$ cat src/lr_pkg.sv
// Shared constants and controller/datapath handshake types for the line rasterizer.
`timescale 1ns / 1ps
`default_nettype none
package lr_pkg;

   localparam int COORD_BITS_DEFAULT = 6;
   localparam int PIXEL_BITS         = 6;
   localparam int COLOR_BITS         = 24;

   typedef logic [PIXEL_BITS-1:0] pixel_coord_type;
   typedef logic [COLOR_BITS-1:0] color_type;

   // Controller to datapath commands.
   typedef struct packed {
      logic load;    // capture a new line item
      logic setup;   // work out deltas, directions and major axis
      logic step;    // present current pixel, advance one pixel
   } cmd_type;

   // Datapath to controller status.
   typedef struct packed {
      logic out_free;   // output register can take a pixel this cycle
      logic is_last;    // current pixel is the end pixel
   } status_type;

   typedef enum logic [2:0] {
      ST_IDLE  = 3'b001,
      ST_SETUP = 3'b010,
      ST_RUN   = 3'b100
   } state_type;

endpackage
`default_nettype wire

$ cat src/lr_ctrl.sv
// Line rasterizer controller: idle, setup and pixel run sequencing.
`timescale 1ns / 1ps
`default_nettype none
module lr_ctrl (
   input  wire logic               clock,
   input  wire logic               reset,
   input  wire logic               req_valid,
   output logic                    req_stall,
   input  wire lr_pkg::status_type status,
   output lr_pkg::cmd_type         cmd
);

   lr_pkg::state_type state_ff, state_in;

   always_comb begin
      state_in  = state_ff;
      cmd       = '0;
      req_stall = 1'b1;
      unique case (state_ff)
         lr_pkg::ST_IDLE: begin
            req_stall = 1'b0;
            if (req_valid) begin
               cmd.load = 1'b1;
               state_in = lr_pkg::ST_SETUP;
            end
         end
         lr_pkg::ST_SETUP: begin
            cmd.setup = 1'b1;
            state_in  = lr_pkg::ST_RUN;
         end
         lr_pkg::ST_RUN: begin
            if (status.out_free) begin
               cmd.step = 1'b1;
               if (status.is_last) begin
                  state_in = lr_pkg::ST_IDLE;
               end
            end
         end
         default: begin
            state_in = lr_pkg::ST_IDLE;
         end
      endcase
   end

   always_ff @(posedge clock) begin
      if (reset) begin
         state_ff <= lr_pkg::ST_IDLE;
      end else begin
         state_ff <= state_in;
      end
   end

endmodule
`default_nettype wire

$ cat src/lr_dpath.sv
// Line rasterizer datapath: Bresenham stepping registers and pixel output register.
`timescale 1ns / 1ps
`default_nettype none
module lr_dpath #(
   parameter int COORD_BITS = lr_pkg::COORD_BITS_DEFAULT
) (
   input  wire logic                    clock,
   input  wire logic                    reset,
   input  wire lr_pkg::cmd_type         cmd,
   output lr_pkg::status_type           status,
   input  wire logic [COORD_BITS-1:0]   in_start_x,
   input  wire logic [COORD_BITS-1:0]   in_start_y,
   input  wire logic [COORD_BITS-1:0]   in_end_x,
   input  wire logic [COORD_BITS-1:0]   in_end_y,
   input  wire lr_pkg::color_type       in_color,
   output logic                         rsp_valid,
   input  wire logic                    rsp_stall,
   output lr_pkg::pixel_coord_type      rsp_pixel_x,
   output lr_pkg::pixel_coord_type      rsp_pixel_y,
   output lr_pkg::color_type            rsp_pixel_color,
   output logic                         rsp_last_pixel
);

   localparam int ErrBits = COORD_BITS + 1;

   logic [COORD_BITS-1:0] cur_x_ff, cur_x_in;
   logic [COORD_BITS-1:0] cur_y_ff, cur_y_in;
   logic [COORD_BITS-1:0] end_x_ff, end_x_in;
   logic [COORD_BITS-1:0] end_y_ff, end_y_in;
   logic [COORD_BITS-1:0] delta_major_ff, delta_major_in;
   logic [COORD_BITS-1:0] delta_minor_ff, delta_minor_in;
   logic [COORD_BITS-1:0] steps_left_ff, steps_left_in;
   logic [ErrBits-1:0]    error_acc_ff, error_acc_in;
   logic                  x_is_major_ff, x_is_major_in;
   logic                  step_x_neg_ff, step_x_neg_in;
   logic                  step_y_neg_ff, step_y_neg_in;
   lr_pkg::color_type     held_color_ff, held_color_in;

   logic                    out_valid_ff, out_valid_in;
   lr_pkg::pixel_coord_type out_x_ff, out_x_in;
   lr_pkg::pixel_coord_type out_y_ff, out_y_in;
   lr_pkg::color_type       out_color_ff, out_color_in;
   logic                    out_last_ff, out_last_in;

   logic                  x_neg, y_neg;
   logic [COORD_BITS-1:0] dx, dy;
   logic [ErrBits-1:0]    err_sum;
   logic                  minor_step;
   logic [COORD_BITS-1:0] x_stepped, y_stepped;

   // setup arithmetic: start sits in cur_x/cur_y, end in end_x/end_y
   always_comb begin
      x_neg = end_x_ff < cur_x_ff;
      y_neg = end_y_ff < cur_y_ff;
      dx    = x_neg ? (cur_x_ff - end_x_ff) : (end_x_ff - cur_x_ff);
      dy    = y_neg ? (cur_y_ff - end_y_ff) : (end_y_ff - cur_y_ff);
   end

   // one Bresenham step
   always_comb begin
      err_sum    = error_acc_ff + {1'b0, delta_minor_ff};
      minor_step = err_sum >= {1'b0, delta_major_ff};
      x_stepped  = step_x_neg_ff ? (cur_x_ff - 1'b1) : (cur_x_ff + 1'b1);
      y_stepped  = step_y_neg_ff ? (cur_y_ff - 1'b1) : (cur_y_ff + 1'b1);
   end

   assign status.out_free = !out_valid_ff || !rsp_stall;
   assign status.is_last  = steps_left_ff == '0;

   always_comb begin
      cur_x_in       = cur_x_ff;
      cur_y_in       = cur_y_ff;
      end_x_in       = end_x_ff;
      end_y_in       = end_y_ff;
      delta_major_in = delta_major_ff;
      delta_minor_in = delta_minor_ff;
      steps_left_in  = steps_left_ff;
      error_acc_in   = error_acc_ff;
      x_is_major_in  = x_is_major_ff;
      step_x_neg_in  = step_x_neg_ff;
      step_y_neg_in  = step_y_neg_ff;
      held_color_in  = held_color_ff;
      out_valid_in   = out_valid_ff && rsp_stall;
      out_x_in       = out_x_ff;
      out_y_in       = out_y_ff;
      out_color_in   = out_color_ff;
      out_last_in    = out_last_ff;

      if (cmd.load) begin
         cur_x_in      = in_start_x;
         cur_y_in      = in_start_y;
         end_x_in      = in_end_x;
         end_y_in      = in_end_y;
         held_color_in = in_color;
      end

      if (cmd.setup) begin
         step_x_neg_in  = x_neg;
         step_y_neg_in  = y_neg;
         x_is_major_in  = dx > dy;
         delta_major_in = (dx > dy) ? dx : dy;
         delta_minor_in = (dx > dy) ? dy : dx;
         steps_left_in  = (dx > dy) ? dx : dy;
         error_acc_in   = {1'b0, ((dx > dy) ? dx : dy)} >> 1;
      end

      if (cmd.step) begin
         out_valid_in = 1'b1;
         out_x_in     = lr_pkg::pixel_coord_type'(cur_x_ff);
         out_y_in     = lr_pkg::pixel_coord_type'(cur_y_ff);
         out_color_in = held_color_ff;
         out_last_in  = steps_left_ff == '0;
         error_acc_in = minor_step ? (err_sum - {1'b0, delta_major_ff}) : err_sum;
         if (x_is_major_ff) begin
            cur_x_in = x_stepped;
            if (minor_step) begin
               cur_y_in = y_stepped;
            end
         end else begin
            cur_y_in = y_stepped;
            if (minor_step) begin
               cur_x_in = x_stepped;
            end
         end
         steps_left_in = steps_left_ff - 1'b1;
      end
   end

   always_ff @(posedge clock) begin
      if (reset) begin
         out_valid_ff <= 1'b0;
      end else begin
         out_valid_ff <= out_valid_in;
      end
   end

   always_ff @(posedge clock) begin
      if (reset) begin
         cur_x_ff       <= '0;
         cur_y_ff       <= '0;
         end_x_ff       <= '0;
         end_y_ff       <= '0;
         delta_major_ff <= '0;
         delta_minor_ff <= '0;
         steps_left_ff  <= '0;
         error_acc_ff   <= '0;
         x_is_major_ff  <= 1'b0;
         step_x_neg_ff  <= 1'b0;
         step_y_neg_ff  <= 1'b0;
         held_color_ff  <= '0;
         out_x_ff       <= '0;
         out_y_ff       <= '0;
         out_color_ff   <= '0;
         out_last_ff    <= 1'b0;
      end else begin
         cur_x_ff       <= cur_x_in;
         cur_y_ff       <= cur_y_in;
         end_x_ff       <= end_x_in;
         end_y_ff       <= end_y_in;
         delta_major_ff <= delta_major_in;
         delta_minor_ff <= delta_minor_in;
         steps_left_ff  <= steps_left_in;
         error_acc_ff   <= error_acc_in;
         x_is_major_ff  <= x_is_major_in;
         step_x_neg_ff  <= step_x_neg_in;
         step_y_neg_ff  <= step_y_neg_in;
         held_color_ff  <= held_color_in;
         out_x_ff       <= out_x_in;
         out_y_ff       <= out_y_in;
         out_color_ff   <= out_color_in;
         out_last_ff    <= out_last_in;
      end
   end

   assign rsp_valid       = out_valid_ff;
   assign rsp_pixel_x     = out_x_ff;
   assign rsp_pixel_y     = out_y_ff;
   assign rsp_pixel_color = out_color_ff;
   assign rsp_last_pixel  = out_last_ff;

endmodule
`default_nettype wire

$ cat src/line_rasterizer.sv
// Top level of the Bresenham line rasterizer: controller plus datapath.
//
// Each request item carries a start point, an end point and a 24-bit color; the block
// answers with one item per pixel on the line, start pixel first, end pixel last, the
// last one flagged by rsp_last_pixel. The major axis is x when |dx| > |dy| and y
// otherwise (ties go to y); each axis steps toward its own endpoint, so descending lines
// come out in start-to-end order. A zero-length line yields a single flagged pixel.
// For a line of n pixels (n = major delta + 1, at most 2**COORD_BITS), state idle takes
// the request, setup works out deltas and direction, then run moves one pixel per cycle
// from the single stepping unit into the output register while that register is free.
// A result stall pauses stepping. The next request is taken in the cycle after the last
// pixel enters the output register, even if that pixel is still waiting to be taken.
// COORD_BITS (4..6) sets the coordinate width used; with fewer than 6 bits the upper
// request bits are ignored and the pixel coordinates come out zero-extended.
`timescale 1ns / 1ps
`default_nettype none
module line_rasterizer #(
   parameter int COORD_BITS = lr_pkg::COORD_BITS_DEFAULT
) (
   input  wire logic        clock,
   input  wire logic        reset,
   // request channel
   input  wire logic        req_valid,
   output logic             req_stall,
   input  wire logic [5:0]  req_start_x,
   input  wire logic [5:0]  req_start_y,
   input  wire logic [5:0]  req_end_x,
   input  wire logic [5:0]  req_end_y,
   input  wire logic [23:0] req_line_color,
   // pixel result channel
   output logic             rsp_valid,
   input  wire logic        rsp_stall,
   output logic [5:0]       rsp_pixel_x,
   output logic [5:0]       rsp_pixel_y,
   output logic [23:0]      rsp_pixel_color,
   output logic             rsp_last_pixel
);

   lr_pkg::cmd_type    cmd;
   lr_pkg::status_type status;

   // sequencing: idle -> setup -> run (one pixel per free output slot)
   lr_ctrl u_ctrl (
      .clock     (clock),
      .reset     (reset),
      .req_valid (req_valid),
      .req_stall (req_stall),
      .status    (status),
      .cmd       (cmd)
   );

   // only the low COORD_BITS of each coordinate take part
   lr_dpath #(
      .COORD_BITS (COORD_BITS)
   ) u_dpath (
      .clock           (clock),
      .reset           (reset),
      .cmd             (cmd),
      .status          (status),
      .in_start_x      (req_start_x[COORD_BITS-1:0]),
      .in_start_y      (req_start_y[COORD_BITS-1:0]),
      .in_end_x        (req_end_x[COORD_BITS-1:0]),
      .in_end_y        (req_end_y[COORD_BITS-1:0]),
      .in_color        (req_line_color),
      .rsp_valid       (rsp_valid),
      .rsp_stall       (rsp_stall),
      .rsp_pixel_x     (rsp_pixel_x),
      .rsp_pixel_y     (rsp_pixel_y),
      .rsp_pixel_color (rsp_pixel_color),
      .rsp_last_pixel  (rsp_last_pixel)
   );

endmodule
`default_nettype wire

$ cat config.mk
export PLATFORM = sky130hd
export DESIGN_NAME = line_rasterizer
export DESIGN_NICKNAME = d
export VERILOG_FILES = /design/src/lr_pkg.sv /design/src/lr_ctrl.sv /design/src/lr_dpath.sv /design/src/line_rasterizer.sv
export SDC_FILE = /design/constraint.sdc
export NUM_CORES = 1
export LEC_CHECK = 0
export BUFFER_PORTS_ARGS = -buffer_cell sky130_fd_sc_hd__clkbuf_2
export CORE_ASPECT_RATIO = 1.5
export CORE_MARGIN = 2
export CORE_UTILIZATION = 25
export DETAILED_ROUTE_END_ITERATION = 10
export PLACE_DENSITY_LB_ADDON = 0.05
export RECOVER_POWER = 25
export SYNTH_ARGS = -nofsm -noshare
export SYNTH_HDL_FRONTEND = slang
export SYNTH_SLANG_ARGS = --single-unit
$ cat constraint.sdc
create_clock -name clock -period 3.52 [get_ports clock]
set_input_delay 0.704 -clock clock [delete_from_list [all_inputs] [get_ports clock]]
set_output_delay 0.704 -clock clock [all_outputs]
set_load 0.01 [all_outputs]
; ---- Word-level counts from Yosys, hierarchy flattened
; Index checks and enable logic that the tools add are counted.
[op_classes]
mux = 30
n_reduce_logical = 7
magnitude_cmp = 4
n_addsub = 11
eq_ne = 6
[ops]
columns = op, n
row1 = 2-to-1 mux 6 bit, 16
row2 = subtractor 6 bit, 4
row3 = 2-to-1 mux 7 bit, 3
row4 = "subtractor 6 x 1 -> 6 bit, second input constant", 3
row5 = "adder 6 x 1 -> 6 bit, second input constant", 2
row6 = less-than comparator 6 bit, 2
row7 = 2-to-1 mux 3 bit, 3
row8 = case mux 3 bit (3 select lines), 1
row9 = adder 7 x 6 -> 7 bit, 1
row10 = greater-or-equal comparator 7 x 6 -> 1 bit, 1
row11 = 2-to-1 mux 1 bit, 7
row12 = subtractor 7 x 6 -> 7 bit, 1
row13 = greater-than comparator 6 bit, 1
row14 = zero test 6 bit, 1
row15 = "!= test 2 bit, second input constant", 3
row16 = "equality test 3 x 1 -> 1 bit, second input constant", 1
row17 = "equality test 3 x 2 -> 1 bit, second input constant", 1
row18 = "equality test 3 bit, second input constant", 1
row19 = AND reduction 3 bit, 1
row20 = zero test 1 bit, 2
row21 = nonzero test 2 bit, 1
row22 = logical AND 1 bit, 1
row23 = logical OR 1 bit, 1
[word_totals]
word_cells = 76
inputBits = 52
ff_bits = 117
out_inout_bits = 39

; ---- Logic depth before layout (Yosys ltp)
[logic_depth]
depth_word = 6
mapped_depth = 19
depth_no_buf = 18

; ---- Cells and area by module
; A second synthesis with hierarchy kept.
[unflattened]
cells_unflattened = 749
hier_area_um2 = 6750.2
[by_module_without_submodules]
columns = module, cells_each, n_inst, area_each_um2, seq_area_each_um2
row1 = lr_dpath, 732, 1, 6588.8, 2282.2
row2 = lr_ctrl, 17, 1, 161.4, 60.1

; ---- Least setup slack after synthesis
; OpenSTA, ideal clock, no wires.
[synth_path]
kind = register to register
startpoint = register u_dpath.end_x_ff[0]
endpoint = register u_dpath.delta_major_ff[5]
required_ns = 3.388
setup_time_ns = 0.132
stages_incl_launch_ff = 19
setup_slack_ns = -0.118
arrival_time_ns = 3.506
path_cell_list = dfxtp_1 -> inv_1 -> ha_1 -> fa_1 -> and2b_1 -> o21ai_2 -> o211ai_2 -> mux2i_1 -> xor2_1 -> inv_1 -> ha_1 -> nand2_1 -> nor3_1 -> a21oi_1 -> nand2_1 -> clkbuf_1 -> nor2_1 -> a22oi_1 -> a21oi_1
[synth_between]
elab_chain_cells = 4
elab_cells_between_ends = 6
classes_between = add/sub (2) / order compare (2) / mux (2)
[synth_rtl]
columns = element, line
row1 = "start, declared", lr_dpath.sv:28  ; logic [COORD_BITS-1:0] end_x_ff, end_x_in;
row2 = "start signal, assigned", lr_dpath.sv:158  ; end_x_ff <= end_x_in;
row3 = subtractor 6 bit / less-than comparator 6 bit (equally long branches), "lr_dpath.sv:55, lr_dpath.sv:53"
row4 = 2-to-1 mux 6 bit (*), lr_dpath.sv:55  ; dx = x_neg ? (cur_x_ff - end_x_ff) : (end_x_ff - cur_x_ff);
row5 = greater-than comparator 6 bit, lr_dpath.sv:101  ; delta_major_in = (dx > dy) ? dx : dy;
row6 = 2-to-1 mux 6 bit (*), lr_dpath.sv:101
row7 = "end signal, assigned", lr_dpath.sv:160  ; delta_major_ff <= delta_major_in;
row8 = "end, declared", lr_dpath.sv:30  ; logic [COORD_BITS-1:0] delta_major_ff, delta_major_in;
; Mark *: on every way between the ends. The rest lies on a longest branch, timed or not.
; A chain may end at the register's enable or synchronous reset.

; ---- Worst setup path after layout
[layout_path]
startpoint = register u_dpath.end_x_ff[0]
endpoint = register u_dpath.steps_left_ff[1]
[layout_between]
elab_chain_cells = 6
elab_cells_between_ends = 8
classes_between = add/sub (2) / order compare (2) / mux (4)
[layout_rtl]
columns = element, line
row1 = subtractor 6 bit / less-than comparator 6 bit (equally long branches), "lr_dpath.sv:55, lr_dpath.sv:53"
row2 = 2-to-1 mux 6 bit (*), lr_dpath.sv:55
row3 = greater-than comparator 6 bit, lr_dpath.sv:103  ; steps_left_in = (dx > dy) ? dx : dy;
row4 = 2-to-1 mux 6 bit (*), lr_dpath.sv:103
row5 = 2-to-1 mux 6 bit (*), lr_dpath.sv:97  ; if (cmd.setup) begin
row6 = 2-to-1 mux 6 bit (*), lr_dpath.sv:107  ; if (cmd.step) begin
row7 = "end signal, assigned", lr_dpath.sv:162  ; steps_left_ff <= steps_left_in;
row8 = "end, declared", lr_dpath.sv:32  ; logic [COORD_BITS-1:0] steps_left_ff, steps_left_in;
; Mark *: on every way between the ends. The rest lies on a longest branch, timed or not. The select of a mux whose other input is x is not followed.

==> impl_metrics.ini <==
[timing]
slew_violations = 0
hold_viol_final = 0
fmax_mhz = 288
tns_ns = 0
setup_viol = 0
setup_ws_ns = 0.0495
fin_crit_sh = 0.986
relSlewSlack = 0.381
fin_skew_ns = 0.00812
grt_setup_unrepaired = true
worst_slew_pin_slew_ns = 0.926
min_period_ns = 3.47

[logic_synthesis]
yosysSeqAreaShare = 0.362
synth_largest_area_cell = dfxtp_1
synth.area.top_cells = dfxtp_1 (36%), nand2_1 (11%), ha_1 (9.7%)
yosys_most_used_dff = dfxtp_1
synth_cell_types = 67
synth_fp_nets = 913
synth_area_per_cell_sq_um = 8.07
syn_inst = 803
synth_fa_ha_area_frac = 0.121
muxShareOfSynthArea = 0.0299
ys_seq_elements = 117
yosys.area_share.xor_xnor = 0.0324
synth-simple-area-share = 0.175
synth_compound_area_frac = 0.221
async_reset_ff_frac = 0
synth_top_family_by_area = compound AO/OA/AOI/OAI gates
yosysWarnings = 0
synth_edf_count = 0
synth_area_sq_um = 6480
synth_top_area_share = 0.362

[clock_network]
cts-root-buf = clkbuf_16
clk_pin_slew_ns = 0.06
numClockSinks = 117
htreeDepth = 4
clkLatencyLatePin_ns = 0.42
cts_buffers = 17
hold_buffers = 0
clockBufferDepth = 2
cts_tree = yes

[cells_and_area]
drive_gt1_frac = 0.277
diodes = 0
syn_to_final_growth_pct = 34.5
finalNonFillerCells = 1311
final_nets = 1075
final_cell_area_sq_um = 8710

[hold_path]
min_path_cells = 2
hp-start = u_dpath.held_color_ff[9]$_SDFFE_PP0P_
holdPathEnd = u_dpath.rsp_pixel_color[9]$_SDFFE_PP0P_
hold_path.class = flop to flop

[worst_setup_path]
reg2reg_depth = 16
cpMaxStageDelayCell = fa_2
crit_family = adder cells
end_kind = flop
r2r_start = u_dpath.end_x_ff[0]$_SDFFE_PP0P_
cp_data_arrival_time_ns = 3.76
crit_fanout = 7
start_kind = flop
crit_buf_inv = 1
critPathKind = flop to flop
worstPathRequired_ns = 3.80
path_cells = inv_2, ha_4, fa_2, and2b_1, o21ai_2, o211ai_2, mux2i_1, xor2_1, ha_1, nand2_1, nor3_2, a21oi_1, nand2_2, or2_4, a21oi_4, o41ai_1
ff2ff_setup_slack_ns = 0.05
timing.rr.end = u_dpath.steps_left_ff[1]$_SDFFE_PP0P_
path_depth = 16
critPathMaxStageDelay_ns = 0.35

[die]
initial_core_util = 0.252
io_pins = 91
rows = 72
die_y_microns = 201
floorplan.die_area_sq_um = 27200
die_x_microns = 135
coreArea_sq_um = 25700

[routing]
finalWirelength_microns = 20100
drc_errors = 0
dr.pass1.iters = 4
drt_iter0_drc = 173
vias = 5942
via_per_inst = 4.53
ant_nets = 0
wl_per_cell_microns = 15.3

[placement]
dpl.cell_count = 1278
place_area_sq_um = 7910
gp_routability_congestion = 0.744
hpwl_microns = 14900
pre_cts_slack_ns = -0.188
portBuffers = 90

[global_routing]
grt_util_all_layers = 0.154
grt_pass1_vias = 6242
grt_max_degree = 53
gr-total-overflow = 0
grt_pass1_wl_microns = 32400
antenna_found_initial = 0

[pwr]
power_density_nw_per_um2 = 743
power_mw = 6.47
irDropWorstVdd_mv = 0.470
power.leakage_nw = 3.58

[outcome]
status = complete, no violations

[flow_run]
drv_cap = 0
==> through the flow <==
step | utilization | hold slack (ns)
floorplan | - | 0.432
global placement | 0.308 | 0.441
detailed placement | 0.308 | 0.444
CTS | 0.333 | 0.450
global route | 0.339 | 0.464
finish | 0.339 | 0.446
==> cell usage in the layout (no fill, tap or decap), types with 5 or more instances in the layout <==
master        n
a211oi_1     17
a21o_1       13
a21oi_1     111
a21oi_2       5
buf_4        87
buf_6         5
clkbuf_16    17
clkbuf_2     89
clkinvlp_4    5
dfxtp_1     115
fa_1          5
ha_1         47
inv_1        55
mux2i_1      10
nand2_1     183
nand2b_1      5
nand3b_1      6
nor2_1       35
nor3_1        5
o21ai_0      20
o21bai_1      6
xnor2_1      15
xor2_1        8
==> state kept, by name, indices dropped and copies added, names as in the netlist <==
name,count
u_dpath.held_color_ff,24
u_dpath.rsp_pixel_color,24
u_dpath.error_acc_ff,7
u_dpath.cur_x_ff,6
u_dpath.cur_y_ff,6
u_dpath.delta_major_ff,6
u_dpath.delta_minor_ff,6
u_dpath.end_x_ff,6
u_dpath.end_y_ff,6
u_dpath.rsp_pixel_x,6
u_dpath.rsp_pixel_y,6
u_dpath.steps_left_ff,6
u_ctrl.state_ff,3
u_dpath.rsp_last_pixel,1
u_dpath.rsp_valid,1
u_dpath.step_x_neg_ff,1
u_dpath.step_y_neg_ff,1
u_dpath.x_is_major_ff,1
==> cell type report <==
| type | instances | area, sq um |
|---|---|---|
| Tap cell | 333 | 417 |
| Clock buffer | 19 | 443 |
| Multi-Input combinational cell | 590 | 3980 |
| Fill cell | 2806 | 17000 |
| Sequential cell | 117 | 2340 |
| Timing Repair Buffer | 183 | 1190 |
| Clock inverter | 13 | 125 |
| Inverter | 56 | 210 |
==> worst min-delay path: cells and delay by family, from the launching register on <==
family / cells / cell delay, ns
simple gates: 1 / 0.05
compound gates: 1 / 0.05
flops: 1 / 0.31
==> power breakdown <==
group	total, mW	leakage (nW)	internal (mW)	switching [mW]
Combinational	3.28	2.36	1.60	1.68
Sequential	1.51	0.951	1.43	0.0790
Clock	1.68	0.263	0.996	0.682
==> how the worst max path moves through the flow <==
stage                                                  end                        startpoint  slack, ns
finish               u_dpath.steps_left_ff[1]$_SDFFE_PP0P_  u_dpath.end_x_ff[0]$_SDFFE_PP0P_       0.05
global route         u_dpath.steps_left_ff[1]$_SDFFE_PP0P_  u_dpath.end_x_ff[0]$_SDFFE_PP0P_      -0.12
CTS                   u_dpath.error_acc_ff[3]$_SDFFE_PP0P_  u_dpath.end_x_ff[0]$_SDFFE_PP0P_      0.003
detailed placement   u_dpath.steps_left_ff[2]$_SDFFE_PP0P_  u_dpath.end_x_ff[0]$_SDFFE_PP0P_      -0.19
global placement     u_dpath.steps_left_ff[2]$_SDFFE_PP0P_  u_dpath.end_x_ff[0]$_SDFFE_PP0P_      -0.13
floorplan           u_dpath.delta_major_ff[5]$_SDFFE_PP0P_  u_dpath.end_x_ff[0]$_SDFFE_PP0P_      0.005
==> cell families (layout without fill, tap and decap cells) <==
logic type                 count (synthesis)  after routing
DFF                                      117            117
adders and majority gates                 58             58
AOI/OAI and AO/OA                        223            223
muxes                                     19             19
buffers and inverters                     96            271
and+or+nand+nor                          266            266
xor gates and xnor gates                  24             24
==> cell usage after synthesis (3+ instances only) <==
cell,n
and2b_1,3
o21a_1,4
mux2_2,3
o22ai_1,4
inv_1,56
a21oi_1,117
xor2_1,8
nand3b_1,6
nor2_1,36
o21bai_1,6
o31ai_1,3
nor3_1,6
xnor2_1,16
o211ai_1,3
o21ai_0,23
or3_1,3
buf_2,4
a221oi_1,4
fa_1,8
mux2i_1,16
nand2b_1,5
nand2_1,186
clkbuf_1,32
dfxtp_1,117
and2_1,5
ha_1,50
nand3_1,3
a211oi_1,19
a21o_1,13
==> what timing repair did <==
action / CTS / global route
gates resized for setup: 10 / 44
setup endpoints to repair: 24 / 36
pin swaps: 3 / 20
buffers inserted: 2 / 0
cloned: 0 / 0
==> per-layer routing <==
layer / track usage / part of all wire / vias to the layer above
li1: - / - / 3053
met1: 0.176 / 0.42 / 2799
met2: 0.281 / 0.53 / 75
met3: 0.0328 / 0.028 / 15
met4: 0.0495 / 0.013 / 0
met5: 0 / 0 / -
Power figures use the tool's default switching activity.
